File: config.mk
export PLATFORM = sky130hd
export DESIGN_NAME = averaged_sensor_pump_controller
export DESIGN_NICKNAME = d
export VERILOG_FILES = /design/src/hw/rtl/aspc_pkg.sv /design/src/hw/rtl/aspc_lane.sv /design/src/hw/rtl/aspc_merge.sv /design/src/hw/rtl/averaged_sensor_pump_controller.sv
export SDC_FILE = /design/constraint.sdc
export NUM_CORES = 2
export LEC_CHECK = 0
export BUFFER_PORTS_ARGS = -buffer_cell sky130_fd_sc_hd__buf_2
export CAP_MARGIN = 10
export CORE_MARGIN = 5
export CORE_UTILIZATION = 31
export DETAILED_ROUTE_END_ITERATION = 10
export PLACE_DENSITY = 0.5
export SLEW_MARGIN = 25
export SYNTH_ARGS = -nofsm -noshare
export SYNTH_HDL_FRONTEND = slang
export SYNTH_HIERARCHICAL = 1
export SYNTH_SLANG_ARGS = --single-unit
File: constraint.sdc
create_clock -name clk -period 7.19 [get_ports clk]
set_input_delay 0.719 -clock clk [delete_from_list [all_inputs] [get_ports clk]]
set_output_delay 0.719 -clock clk [all_outputs]
set_load 0.02 [all_outputs]
File: src/hw/rtl/aspc_pkg.sv
// shared types, constants and codes for the averaged sensor pump controller
package aspc_pkg;

  // averaging window and sample geometry
  localparam int WINDOW      = 5;
  localparam int SAMPLE_W    = 10;
  localparam int SAMPLE_MAX  = 1023;
  localparam int POS_W       = (WINDOW > 1) ? $clog2(WINDOW) : 1;
  localparam int SUM_W       = $clog2(WINDOW * SAMPLE_MAX + 1);

  // divide by window: quotient estimate by reciprocal, then one correction
  localparam int AVG_SH      = SUM_W;
  localparam int AVG_RECIP_W = AVG_SH + 1;
  localparam logic [AVG_RECIP_W-1:0] AVG_RECIP = AVG_RECIP_W'((2 ** AVG_SH) / WINDOW);
  localparam int AVG_PROD_W  = SUM_W + AVG_RECIP_W;

  // mapping of averages to percent and tenths of a degree
  localparam int FULL_SCALE    = 1023;
  localparam int PCT_SCALE     = 100;
  localparam int TENTHS_SCALE  = 5000;
  localparam int TENTHS_OFFSET = 500;
  localparam int MAP_P_W       = 23;
  localparam int MAP_SH        = 23;
  localparam int MAP_RECIP_W   = 14;
  localparam logic [MAP_RECIP_W-1:0] MAP_RECIP = MAP_RECIP_W'((2 ** MAP_SH) / FULL_SCALE);
  localparam int MAP_PROD_W    = MAP_P_W + MAP_RECIP_W;
  localparam int QUOT_W        = 13;
  localparam int PCT_W         = 7;
  localparam int TENTHS_W      = 14;

  // exact temperature compares: tavg*500 against (deg+50)*1023
  localparam int DEG_W         = 19;
  localparam int DEG_SCALE     = 500;
  localparam int TEMP_OFFSET   = 50;
  localparam int TEMP_HIGH_REF = 110 * FULL_SCALE;

  localparam int TIME_W        = 32;

  // register indexes
  localparam int CFG_IDX_W = 3;
  localparam logic [CFG_IDX_W-1:0] REG_MOISTURE_LIMIT    = 3'd0;
  localparam logic [CFG_IDX_W-1:0] REG_WATER_LIMIT       = 3'd1;
  localparam logic [CFG_IDX_W-1:0] REG_TEMPERATURE_LIMIT = 3'd2;
  localparam logic [CFG_IDX_W-1:0] REG_CHECK_INTERVAL    = 3'd3;
  localparam logic [CFG_IDX_W-1:0] REG_PUMP_DURATION     = 3'd4;

  // register reset values
  localparam logic [6:0]        RST_MOISTURE_LIMIT    = 7'd45;
  localparam logic [9:0]        RST_WATER_LIMIT       = 10'd200;
  localparam logic [5:0]        RST_TEMPERATURE_LIMIT = 6'd60;
  localparam logic [TIME_W-1:0] RST_CHECK_INTERVAL    = 32'd10000;
  localparam logic [TIME_W-1:0] RST_PUMP_DURATION     = 32'd5000;

  // display mode codes
  localparam logic [1:0] MODE_IRRIGATING = 2'd0;
  localparam logic [1:0] MODE_NO_WATER   = 2'd1;
  localparam logic [1:0] MODE_TEMP_HIGH  = 2'd2;
  localparam logic [1:0] MODE_NORMAL     = 2'd3;

  typedef enum logic [2:0] {
    ST_IDLE,
    ST_SUM,
    ST_RECIP,
    ST_AVG,
    ST_SCALE,
    ST_MAP,
    ST_FIX,
    ST_DECIDE
  } state_t;

  typedef struct packed {
    logic [6:0]        moisture_limit;
    logic [9:0]        water_limit;
    logic [5:0]        temperature_limit;
    logic [TIME_W-1:0] check_interval_ms;
    logic [TIME_W-1:0] pump_duration_ms;
  } cfg_t;

  typedef struct packed {
    logic wr_en;
    logic sum_en;
    logic recip_en;
    logic avg_en;
  } lane_ctrl_t;

  typedef struct packed {
    logic scale_en;
    logic map_en;
    logic fix_en;
    logic decide_en;
  } merge_ctrl_t;

  typedef struct packed {
    logic [PCT_W-1:0]           moisture_percent;
    logic signed [TENTHS_W-1:0] temperature_tenths;
    logic [SAMPLE_W-1:0]        water_level;
    logic                       alert_lamp;
    logic                       pump_on;
    logic                       water_warning;
    logic [1:0]                 display_mode;
  } res_t;

endpackage

File: src/hw/rtl/aspc_lane.sv
// one sensor channel: sample ring, ring sum and truncating average
module aspc_lane import aspc_pkg::*; (
  input  logic                clk,
  input  logic                rst,
  input  lane_ctrl_t          ctrl,
  input  logic [POS_W-1:0]    wr_pos,
  input  logic [SAMPLE_W-1:0] wr_data,
  output logic [SAMPLE_W-1:0] avg
);

  logic [SAMPLE_W-1:0]   ring [WINDOW];
  logic [SUM_W-1:0]      sum;
  logic [SUM_W-1:0]      sum_next;
  logic [SUM_W-1:0]      quot_est;
  logic [AVG_PROD_W-1:0] prod;
  logic [SUM_W-1:0]      rem;

  always_ff @(posedge clk) begin
    if (rst) begin
      for (int i = 0; i < WINDOW; i++) begin
        ring[i] <= '0;
      end
    end else if (ctrl.wr_en) begin
      ring[wr_pos] <= wr_data;
    end
  end

  always_comb begin
    sum_next = '0;
    for (int i = 0; i < WINDOW; i++) begin
      sum_next = sum_next + SUM_W'(ring[i]);
    end
  end

  // estimate is exact or one low
  assign prod = AVG_PROD_W'(sum) * AVG_PROD_W'(AVG_RECIP);
  assign rem  = sum - SUM_W'(quot_est * WINDOW);

  always_ff @(posedge clk) begin
    if (ctrl.sum_en) begin
      sum <= sum_next;
    end
    if (ctrl.recip_en) begin
      quot_est <= prod[AVG_SH +: SUM_W];
    end
    if (ctrl.avg_en) begin
      avg <= SAMPLE_W'(quot_est + SUM_W'(rem >= SUM_W'(WINDOW)));
    end
  end

endmodule

File: src/hw/rtl/aspc_merge.sv
// merge stage: unit mapping, limit compares and pump timing
module aspc_merge import aspc_pkg::*; (
  input  logic                clk,
  input  logic                rst,
  input  merge_ctrl_t         ctrl,
  input  cfg_t                cfg,
  input  logic [TIME_W-1:0]   now,
  input  logic [SAMPLE_W-1:0] avg_m,
  input  logic [SAMPLE_W-1:0] avg_t,
  input  logic [SAMPLE_W-1:0] avg_w,
  output res_t                res
);

  logic [MAP_P_W-1:0]    pm;
  logic [MAP_P_W-1:0]    pt;
  logic [MAP_PROD_W-1:0] prod_m;
  logic [MAP_PROD_W-1:0] prod_t;
  logic [QUOT_W-1:0]     qm;
  logic [QUOT_W-1:0]     qt;
  logic [MAP_P_W-1:0]    rm;
  logic [MAP_P_W-1:0]    rt;
  logic [PCT_W-1:0]      pct;
  logic [QUOT_W-1:0]     tenths_u;
  logic [DEG_W-1:0]      deg;
  logic [DEG_W-1:0]      deg_limit;
  logic                  temp_high;
  logic                  temp_ok;
  logic                  no_water;
  logic [SAMPLE_W-1:0]   water;
  logic                  check_due;
  logic                  run_elapsed;
  logic                  dur_zero;
  logic                  start;
  logic                  running_after;

  // pump state
  logic                  running;
  logic [TIME_W-1:0]     last_check_time;
  logic [TIME_W-1:0]     pump_start_time;

  assign deg       = DEG_W'(avg_t) * DEG_W'(DEG_SCALE);
  assign deg_limit = DEG_W'((32'(cfg.temperature_limit) + TEMP_OFFSET) * FULL_SCALE);

  always_ff @(posedge clk) begin
    if (ctrl.scale_en) begin
      pm        <= MAP_P_W'(avg_m) * MAP_P_W'(PCT_SCALE);
      pt        <= MAP_P_W'(avg_t) * MAP_P_W'(TENTHS_SCALE);
      temp_high <= deg > DEG_W'(TEMP_HIGH_REF);
      temp_ok   <= deg <= deg_limit;
      no_water  <= avg_w <= cfg.water_limit;
      water     <= avg_w;
    end
  end

  // divide by full scale: reciprocal estimate, then one correction
  assign prod_m = MAP_PROD_W'(pm) * MAP_PROD_W'(MAP_RECIP);
  assign prod_t = MAP_PROD_W'(pt) * MAP_PROD_W'(MAP_RECIP);
  assign rm     = pm - MAP_P_W'(qm * FULL_SCALE);
  assign rt     = pt - MAP_P_W'(qt * FULL_SCALE);

  always_ff @(posedge clk) begin
    if (ctrl.map_en) begin
      qm <= prod_m[MAP_SH +: QUOT_W];
      qt <= prod_t[MAP_SH +: QUOT_W];
    end
    if (ctrl.fix_en) begin
      pct         <= PCT_W'(qm + QUOT_W'(rm >= MAP_P_W'(FULL_SCALE)));
      tenths_u    <= qt + QUOT_W'(rt >= MAP_P_W'(FULL_SCALE));
      check_due   <= !running && ((now - last_check_time) >= cfg.check_interval_ms);
      run_elapsed <= (now - pump_start_time) >= cfg.pump_duration_ms;
      dur_zero    <= cfg.pump_duration_ms == '0;
    end
  end

  // a pump started now has zero elapsed time
  assign start         = check_due && (pct < cfg.moisture_limit) && !no_water && temp_ok;
  assign running_after = running ? !run_elapsed : (start && !dur_zero);

  always_ff @(posedge clk) begin
    if (rst) begin
      running         <= 1'b0;
      last_check_time <= '0;
      pump_start_time <= '0;
    end else if (ctrl.decide_en) begin
      running <= running_after;
      if (check_due) begin
        last_check_time <= now;
      end
      if (start) begin
        pump_start_time <= now;
      end
    end
  end

  always_comb begin
    res.moisture_percent   = pct;
    res.temperature_tenths = $signed({1'b0, tenths_u}) - $signed(TENTHS_W'(TENTHS_OFFSET));
    res.water_level        = water;
    res.alert_lamp         = no_water || temp_high;
    res.pump_on            = running_after;
    res.water_warning      = no_water;
    if (running_after) begin
      res.display_mode = MODE_IRRIGATING;
    end else if (no_water) begin
      res.display_mode = MODE_NO_WATER;
    end else if (temp_high) begin
      res.display_mode = MODE_TEMP_HIGH;
    end else begin
      res.display_mode = MODE_NORMAL;
    end
  end

endmodule

File: src/hw/rtl/averaged_sensor_pump_controller.sv
// top level: sequencer, config registers, channel lanes, merge stage and result register
//
//  channel  | handshake              | payload
//  ---------+------------------------+-----------------------------------------------
//  in       | in_valid / in_stall    | now_ms, raw_moisture, raw_temperature, raw_water
//  out      | out_valid / out_stall  | moisture_percent .. display_mode
//  cfg      | cfg_valid / cfg_ready  | cfg_index, cfg_data
//
//  an input transaction runs through 7 sequencer steps (ring sum, reciprocal
//  multiply, correction; scale, reciprocal multiply, correction; pump decision)
//  and then returns to idle, the only state in which a new item is taken
//  the three lanes run side by side; the single-item sequencer cannot take a
//  new item before the last one has left its decision step
//  reset clears the sample rings, ring position and pump state, and loads the
//  register defaults; no clearing pass is needed
//  a stalled result is held in the output register; the sequencer then waits in
//  its decision step until the register frees up
module averaged_sensor_pump_controller import aspc_pkg::*; (
  input  logic                       clk,
  input  logic                       rst,

  input  logic                       in_valid,
  output logic                       in_stall,
  input  logic [TIME_W-1:0]          now_ms,
  input  logic [SAMPLE_W-1:0]        raw_moisture,
  input  logic [SAMPLE_W-1:0]        raw_temperature,
  input  logic [SAMPLE_W-1:0]        raw_water,

  output logic                       out_valid,
  input  logic                       out_stall,
  output logic [PCT_W-1:0]           moisture_percent,
  output logic signed [TENTHS_W-1:0] temperature_tenths,
  output logic [SAMPLE_W-1:0]        water_level,
  output logic                       alert_lamp,
  output logic                       pump_on,
  output logic                       water_warning,
  output logic [1:0]                 display_mode,

  input  logic                       cfg_valid,
  output logic                       cfg_ready,
  input  logic [CFG_IDX_W-1:0]       cfg_index,
  input  logic [TIME_W-1:0]          cfg_data
);

  state_t            state;
  state_t            state_next;
  lane_ctrl_t        lane_ctrl;
  merge_ctrl_t       merge_ctrl;
  cfg_t              cfg;
  res_t              res;
  logic              in_accept;
  logic              out_free;
  logic [POS_W-1:0]  pos;
  logic [POS_W-1:0]  pos_next;
  logic [TIME_W-1:0] now;
  logic [SAMPLE_W-1:0] avg_m;
  logic [SAMPLE_W-1:0] avg_t;
  logic [SAMPLE_W-1:0] avg_w;

  assign in_accept = in_valid && !in_stall;
  // result register can take a new value this cycle
  assign out_free  = !out_valid || !out_stall;

  // config writes are always taken; the user must write only while idle, which is not enforced
  assign cfg_ready = 1'b1;

  always_ff @(posedge clk) begin
    if (rst) begin
      cfg.moisture_limit    <= RST_MOISTURE_LIMIT;
      cfg.water_limit       <= RST_WATER_LIMIT;
      cfg.temperature_limit <= RST_TEMPERATURE_LIMIT;
      cfg.check_interval_ms <= RST_CHECK_INTERVAL;
      cfg.pump_duration_ms  <= RST_PUMP_DURATION;
    end else if (cfg_valid && cfg_ready) begin
      case (cfg_index)
        REG_MOISTURE_LIMIT:    cfg.moisture_limit    <= cfg_data[6:0];
        REG_WATER_LIMIT:       cfg.water_limit       <= cfg_data[9:0];
        REG_TEMPERATURE_LIMIT: cfg.temperature_limit <= cfg_data[5:0];
        REG_CHECK_INTERVAL:    cfg.check_interval_ms <= cfg_data;
        REG_PUMP_DURATION:     cfg.pump_duration_ms  <= cfg_data;
        default: begin
        end
      endcase
    end
  end

  // sequencer next state
  always_comb begin
    state_next = state;
    case (state)
      ST_IDLE:   if (in_accept) state_next = ST_SUM;
      ST_SUM:    state_next = ST_RECIP;
      ST_RECIP:  state_next = ST_AVG;
      ST_AVG:    state_next = ST_SCALE;
      ST_SCALE:  state_next = ST_MAP;
      ST_MAP:    state_next = ST_FIX;
      ST_FIX:    state_next = ST_DECIDE;
      ST_DECIDE: if (out_free) state_next = ST_IDLE;
      default:   state_next = ST_IDLE;
    endcase
  end

  // sequencer outputs
  always_comb begin
    in_stall             = (state != ST_IDLE);
    lane_ctrl.wr_en      = in_valid && (state == ST_IDLE);
    lane_ctrl.sum_en     = (state == ST_SUM);
    lane_ctrl.recip_en   = (state == ST_RECIP);
    lane_ctrl.avg_en     = (state == ST_AVG);
    merge_ctrl.scale_en  = (state == ST_SCALE);
    merge_ctrl.map_en    = (state == ST_MAP);
    merge_ctrl.fix_en    = (state == ST_FIX);
    merge_ctrl.decide_en = (state == ST_DECIDE) && out_free;
  end

  always_ff @(posedge clk) begin
    if (rst) begin
      state <= ST_IDLE;
    end else begin
      state <= state_next;
    end
  end

  // shared ring write position, wraps at the window length
  assign pos_next = (pos == POS_W'(WINDOW - 1)) ? '0 : pos + POS_W'(1);

  always_ff @(posedge clk) begin
    if (rst) begin
      pos <= '0;
    end else if (in_accept) begin
      pos <= pos_next;
    end
  end

  // timestamp travels with the item
  always_ff @(posedge clk) begin
    if (in_accept) begin
      now <= now_ms;
    end
  end

  aspc_lane u_lane_moisture (
    .clk     (clk),
    .rst     (rst),
    .ctrl    (lane_ctrl),
    .wr_pos  (pos),
    .wr_data (raw_moisture),
    .avg     (avg_m)
  );

  aspc_lane u_lane_temperature (
    .clk     (clk),
    .rst     (rst),
    .ctrl    (lane_ctrl),
    .wr_pos  (pos),
    .wr_data (raw_temperature),
    .avg     (avg_t)
  );

  aspc_lane u_lane_water (
    .clk     (clk),
    .rst     (rst),
    .ctrl    (lane_ctrl),
    .wr_pos  (pos),
    .wr_data (raw_water),
    .avg     (avg_w)
  );

  aspc_merge u_merge (
    .clk   (clk),
    .rst   (rst),
    .ctrl  (merge_ctrl),
    .cfg   (cfg),
    .now   (now),
    .avg_m (avg_m),
    .avg_t (avg_t),
    .avg_w (avg_w),
    .res   (res)
  );

  // output register
  always_ff @(posedge clk) begin
    if (rst) begin
      out_valid <= 1'b0;
    end else if (merge_ctrl.decide_en) begin
      out_valid <= 1'b1;
    end else if (!out_stall) begin
      out_valid <= 1'b0;
    end
  end

  always_ff @(posedge clk) begin
    if (merge_ctrl.decide_en) begin
      moisture_percent   <= res.moisture_percent;
      temperature_tenths <= res.temperature_tenths;
      water_level        <= res.water_level;
      alert_lamp         <= res.alert_lamp;
      pump_on            <= res.pump_on;
      water_warning      <= res.water_warning;
      display_mode       <= res.display_mode;
    end
  end

  // an accepted transaction starts the sequencer
  a_accept_starts: assert property (@(posedge clk) disable iff (rst)
    in_accept |=> (state == ST_SUM))
    else $error("accepted transaction did not start the sequencer");

  // a new result only appears out of the decision step
  a_result_from_decide: assert property (@(posedge clk) disable iff (rst)
    $rose(out_valid) |-> ($past(state) == ST_DECIDE))
    else $error("result appeared outside the decision step");

  // irrigating mode shown exactly when the pump runs
  a_mode_matches_pump: assert property (@(posedge clk) disable iff (rst)
    out_valid |-> (pump_on == (display_mode == MODE_IRRIGATING)))
    else $error("display mode disagrees with pump state");

  // low water always lights the lamp
  a_warning_lamp: assert property (@(posedge clk) disable iff (rst)
    (out_valid && water_warning) |-> alert_lamp)
    else $error("water warning without alert lamp");

endmodule
==> run summary <==
- 0.367 — Max transition margin
- 71 — TritonCTS buffer count
- 146 MHz — Achievable Freq
- 34700 — vias post-DR
- 571 — Clock Sink Count
- sky130_fd_sc_hd__clkbuf_16 — Root Buffer Master
- 5014 — post-synthesis instance total
- 0 — final-report hold violation count
- 0 — maxcap violations
- 4.67 — vias per std cell
- 97 — Distinct cells, synth
- 417 um — Die Y-Extent
- 95000 um — final HPWL from detailed placement
- 6.85 ns — final critical delay including setup and external delays
- 412 — Post-synth EDFFs
- 3 — H-tree levels
- 6 — Synthesis Warnings
- 0 — Post-route DRC
- 0.174 mm2 — area enclosed by the die boundary
- 0.34 ns — worst reg2reg setup slack
- 15.7 um — average wire length per cell after detail routing
- built — CTS tree
- 24 — count of cells along the worst register-to-register path
- 0.338 ns — min setup slack post-route
- 72 — pin count of the biggest net entering global routing
- 6514 — net total in the final layout
- 0 — count of final max-slew check failures
- 35400 — vias in the first global route
- 0.66 ns — Worst-Skew Late Latency
- 571 — register bit count reported by yosys
- 141 — number of top-level pins
- 0.165 mm2 — core box area
- 11.3% — P&R area growth vs syn
- 0.134 — total track usage
- 7 — Pre-antenna DRT Iters
- sky130_fd_sc_hd__fa_1 — most used cell along the critical path
- 0.947 ns — Worst-Margin Slew
- 149 — Placement Rows
- sky130_fd_sc_hd__ha_1 — most common cell after layout, fill and taps aside
- 7.25 ns — data arrival time at the worst-slack endpoint
- flop — startpoint type of the worst setup path
- 0 — number of failing setup endpoints in the final timing report
- sky130_fd_sc_hd__edfxtp_1 — Top FF cell, synth
- 0.0229 ns — Setup Skew
- flop — kind of end point of the critical path
- 6332 — post-synth net total
- 6 — critical path fanouts, max
- 0.312 — initial standard-cell utilization of the core
- sky130_fd_sc_hd__fa_1 — crit path max-delay cell type
- 0 — global route total overflow
- 0.147 ns — pre-CTS WS
- 0 — cts hold-fix bufs
- in2reg — class of the worst hold path
- 10.3 um2 — Mean Syn Cell Area
- 0.0514 mm2 — Cell Area, Synth
- 0.55 ns — worst stage delay on the critical path
- 0.06 ns — CTS clk-pin slew, worst paths
- 117000 um — overall routed net length
- reg2reg — CP Class
- 1 — Hold Path Cell Cnt
- 0.859 — final RePlAce weighted congestion
- 7.59 ns — required time reported for the critical path endpoint
- 3 — worst-case clock buffer depth
- 1 — number of antenna violations at the first check in global routing
- 0.302 — share of the yosys chip area belonging to registers
- sky130_fd_sc_hd__ha_1 (826), sky130_fd_sc_hd__inv_1 (813), sky130_fd_sc_hd__edfxtp_1 (412), sky130_fd_sc_hd__fa_1 (381), sky130_fd_sc_hd__nand2_1 (340) — most frequent cells in the layout
- 0.953 — fraction of the cycle the final worst path needs
- 0.0733 — share of post-route cells with drive strength above 1
- 0 — async set-or-reset flop fraction in the synthesized netlist
- completed — outcome
- 139 — I/O Buffers
- 191000 um — global-route wire length before repair
- 0 — number of antenna-violating nets in the routed design
- 417 um — width of the chip
- inv_4, fa_1, fa_1, inv_1, fa_1, fa_1, inv_1, fa_1, ha_2, a21o_1, or3_1, o221ai_1, a21oi_1, mux2i_1, o2111ai_1, a211oi_2, and4_1, nand4_1, ha_1, ha_1, and3_2, and3_1, nand2_1, xnor2_1 — list of cells traversed by the critical path
- 1627 — number of violations reported at the end of detailed-routing iteration 0
==> registers in the layout (all words and copies together), names as in the netlist, 13 cells and up <==
name                     cells
cfg                         87
temperature_tenths          14
u_merge/pt                  20
u_merge/tenths_u            13
u_lane_water/ring           50
u_lane_water/sum            13
u_merge/pump_start_time     32
u_lane_temperature/sum      13
u_merge/last_check_time     32
u_merge/pm                  15
now                         32
u_lane_moisture/ring        50
u_merge/qt                  13
u_lane_moisture/sum         13
u_lane_temperature/ring     50
==> cells by family (layout without fill, tap and decap cells) <==
group / count (synthesis) / after routing / share of synthesized area
fa+ha+maj: 1216 / 1216 / 0.352
simple gates: 1180 / 1180 / 0.116
buf+inv: 895 / 1134 / 0.0671
compound gates: 818 / 818 / 0.104
flops: 571 / 571 / 0.302
xor+xnor: 277 / 277 / 0.0474
mux: 56 / 56 / 0.0110
other cells: 1 / 2 / 0.0000729
==> worst max-delay path, delay by kind of cell, from the launching register on <==
kind / cells / cell delay (ns)
compound gates: 5 / 1.04
buf+inv: 3 / 0.25
flops: 1 / 0.46
fa+ha+maj: 8 / 3.34
xor+xnor: 1 / 0.07
simple gates: 6 / 1.25
mux: 1 / 0.17
==> metal layers <==
metal / routed length (um) / share of wire / up-vias / global-route usage
li1: - / - / 17500 / -
met1: 56900 / 0.49 / 16700 / 0.187
met2: 54800 / 0.47 / 401 / 0.225
met3: 3280 / 0.028 / 125 / 0.0178
met4: 1950 / 0.017 / 0 / 0.0264
met5: 0 / 0 / - / 0
==> through the flow <==
step                 util  cell area, um2  std cells  hold WS, ns  setup TNS, ns
floorplan               -           51400       5014        0.400              0
global placement    0.332           54900       7304        0.401              0
detailed placement  0.333           54900       7304        0.405              0
CTS                 0.346           57100       7434        0.157              0
global route        0.347           57300       7442        0.173        -0.0995
finish              0.347           57300       7443        0.230              0
==> cell type report <==
cell class | instances | area (um2)
repair buffers | 185 | 1060
clock inverters | 34 | 342
flip-flops and latches | 571 | 15600
diodes | 1 | 2.50
well taps | 2189 | 2740
inverters | 819 | 3080
fillers | 16700 | 108000
clock buffers | 96 | 1930
multi-input cells | 3548 | 32600
==> Yosys cell counts, types with 8 or more instances <==
cell / number / area share
sky130_fd_sc_hd__nand4_1: 34 / 0.0041
sky130_fd_sc_hd__o2111ai_1: 12 / 0.0020
sky130_fd_sc_hd__xnor2_1: 182 / 0.031
sky130_fd_sc_hd__fa_1: 388 / 0.15
sky130_fd_sc_hd__a211oi_1: 27 / 0.0039
sky130_fd_sc_hd__nand3_1: 65 / 0.0063
sky130_fd_sc_hd__a2111oi_0: 10 / 0.0017
sky130_fd_sc_hd__nor3_1: 68 / 0.0066
sky130_fd_sc_hd__dfxtp_1: 159 / 0.062
sky130_fd_sc_hd__o21a_1: 36 / 0.0053
sky130_fd_sc_hd__a21o_1: 90 / 0.013
sky130_fd_sc_hd__o21bai_1: 30 / 0.0044
sky130_fd_sc_hd__and3_1: 43 / 0.0052
sky130_fd_sc_hd__clkbuf_1: 52 / 0.0038
sky130_fd_sc_hd__o22ai_1: 10 / 0.0012
sky130_fd_sc_hd__a21boi_0: 10 / 0.0015
sky130_fd_sc_hd__mux2i_1: 50 / 0.0097
sky130_fd_sc_hd__o211ai_1: 17 / 0.0025
sky130_fd_sc_hd__inv_1: 819 / 0.060
sky130_fd_sc_hd__o31a_1: 9 / 0.0015
sky130_fd_sc_hd__a211o_1: 11 / 0.0019
sky130_fd_sc_hd__nor4_1: 22 / 0.0027
sky130_fd_sc_hd__nand2b_1: 34 / 0.0041
sky130_fd_sc_hd__and2_1: 171 / 0.021
sky130_fd_sc_hd__ha_1: 828 / 0.20
sky130_fd_sc_hd__a31oi_1: 27 / 0.0033
sky130_fd_sc_hd__or3_1: 17 / 0.0021
sky130_fd_sc_hd__nand2_1: 341 / 0.025
sky130_fd_sc_hd__a21oi_1: 280 / 0.027
sky130_fd_sc_hd__or2_2: 31 / 0.0038
sky130_fd_sc_hd__nor2b_1: 49 / 0.0060
sky130_fd_sc_hd__nand3b_1: 33 / 0.0048
sky130_fd_sc_hd__nor3b_1: 12 / 0.0018
sky130_fd_sc_hd__edfxtp_1: 412 / 0.24
sky130_fd_sc_hd__o21ai_0: 136 / 0.013
sky130_fd_sc_hd__o31ai_1: 8 / 0.0012
sky130_fd_sc_hd__buf_2: 9 / 0.00088
sky130_fd_sc_hd__nor2_1: 224 / 0.016
sky130_fd_sc_hd__xor2_1: 94 / 0.016
==> what timing repair did <==
item,CTS,global route
resized for setup,0,24
setup endpoints to repair,0,13
buffers inserted,0,7
==> path summary, 6_finish.rpt <==
kind	from	end
max	u_merge/qt[6]$_DFFE_PP_	u_merge/tenths_u[12]$_DFFE_PP_
min	now_ms[2]	now[2]$_DFFE_PP_
max reg2reg	u_merge/qt[6]$_DFFE_PP_	u_merge/tenths_u[12]$_DFFE_PP_
min reg2reg	u_merge/water[3]$_DFFE_PP_	water_level[3]$_DFFE_PP_
Power is not shown: default switching activity piles up to over one toggle a cycle in this logic, so the estimate is an artifact.
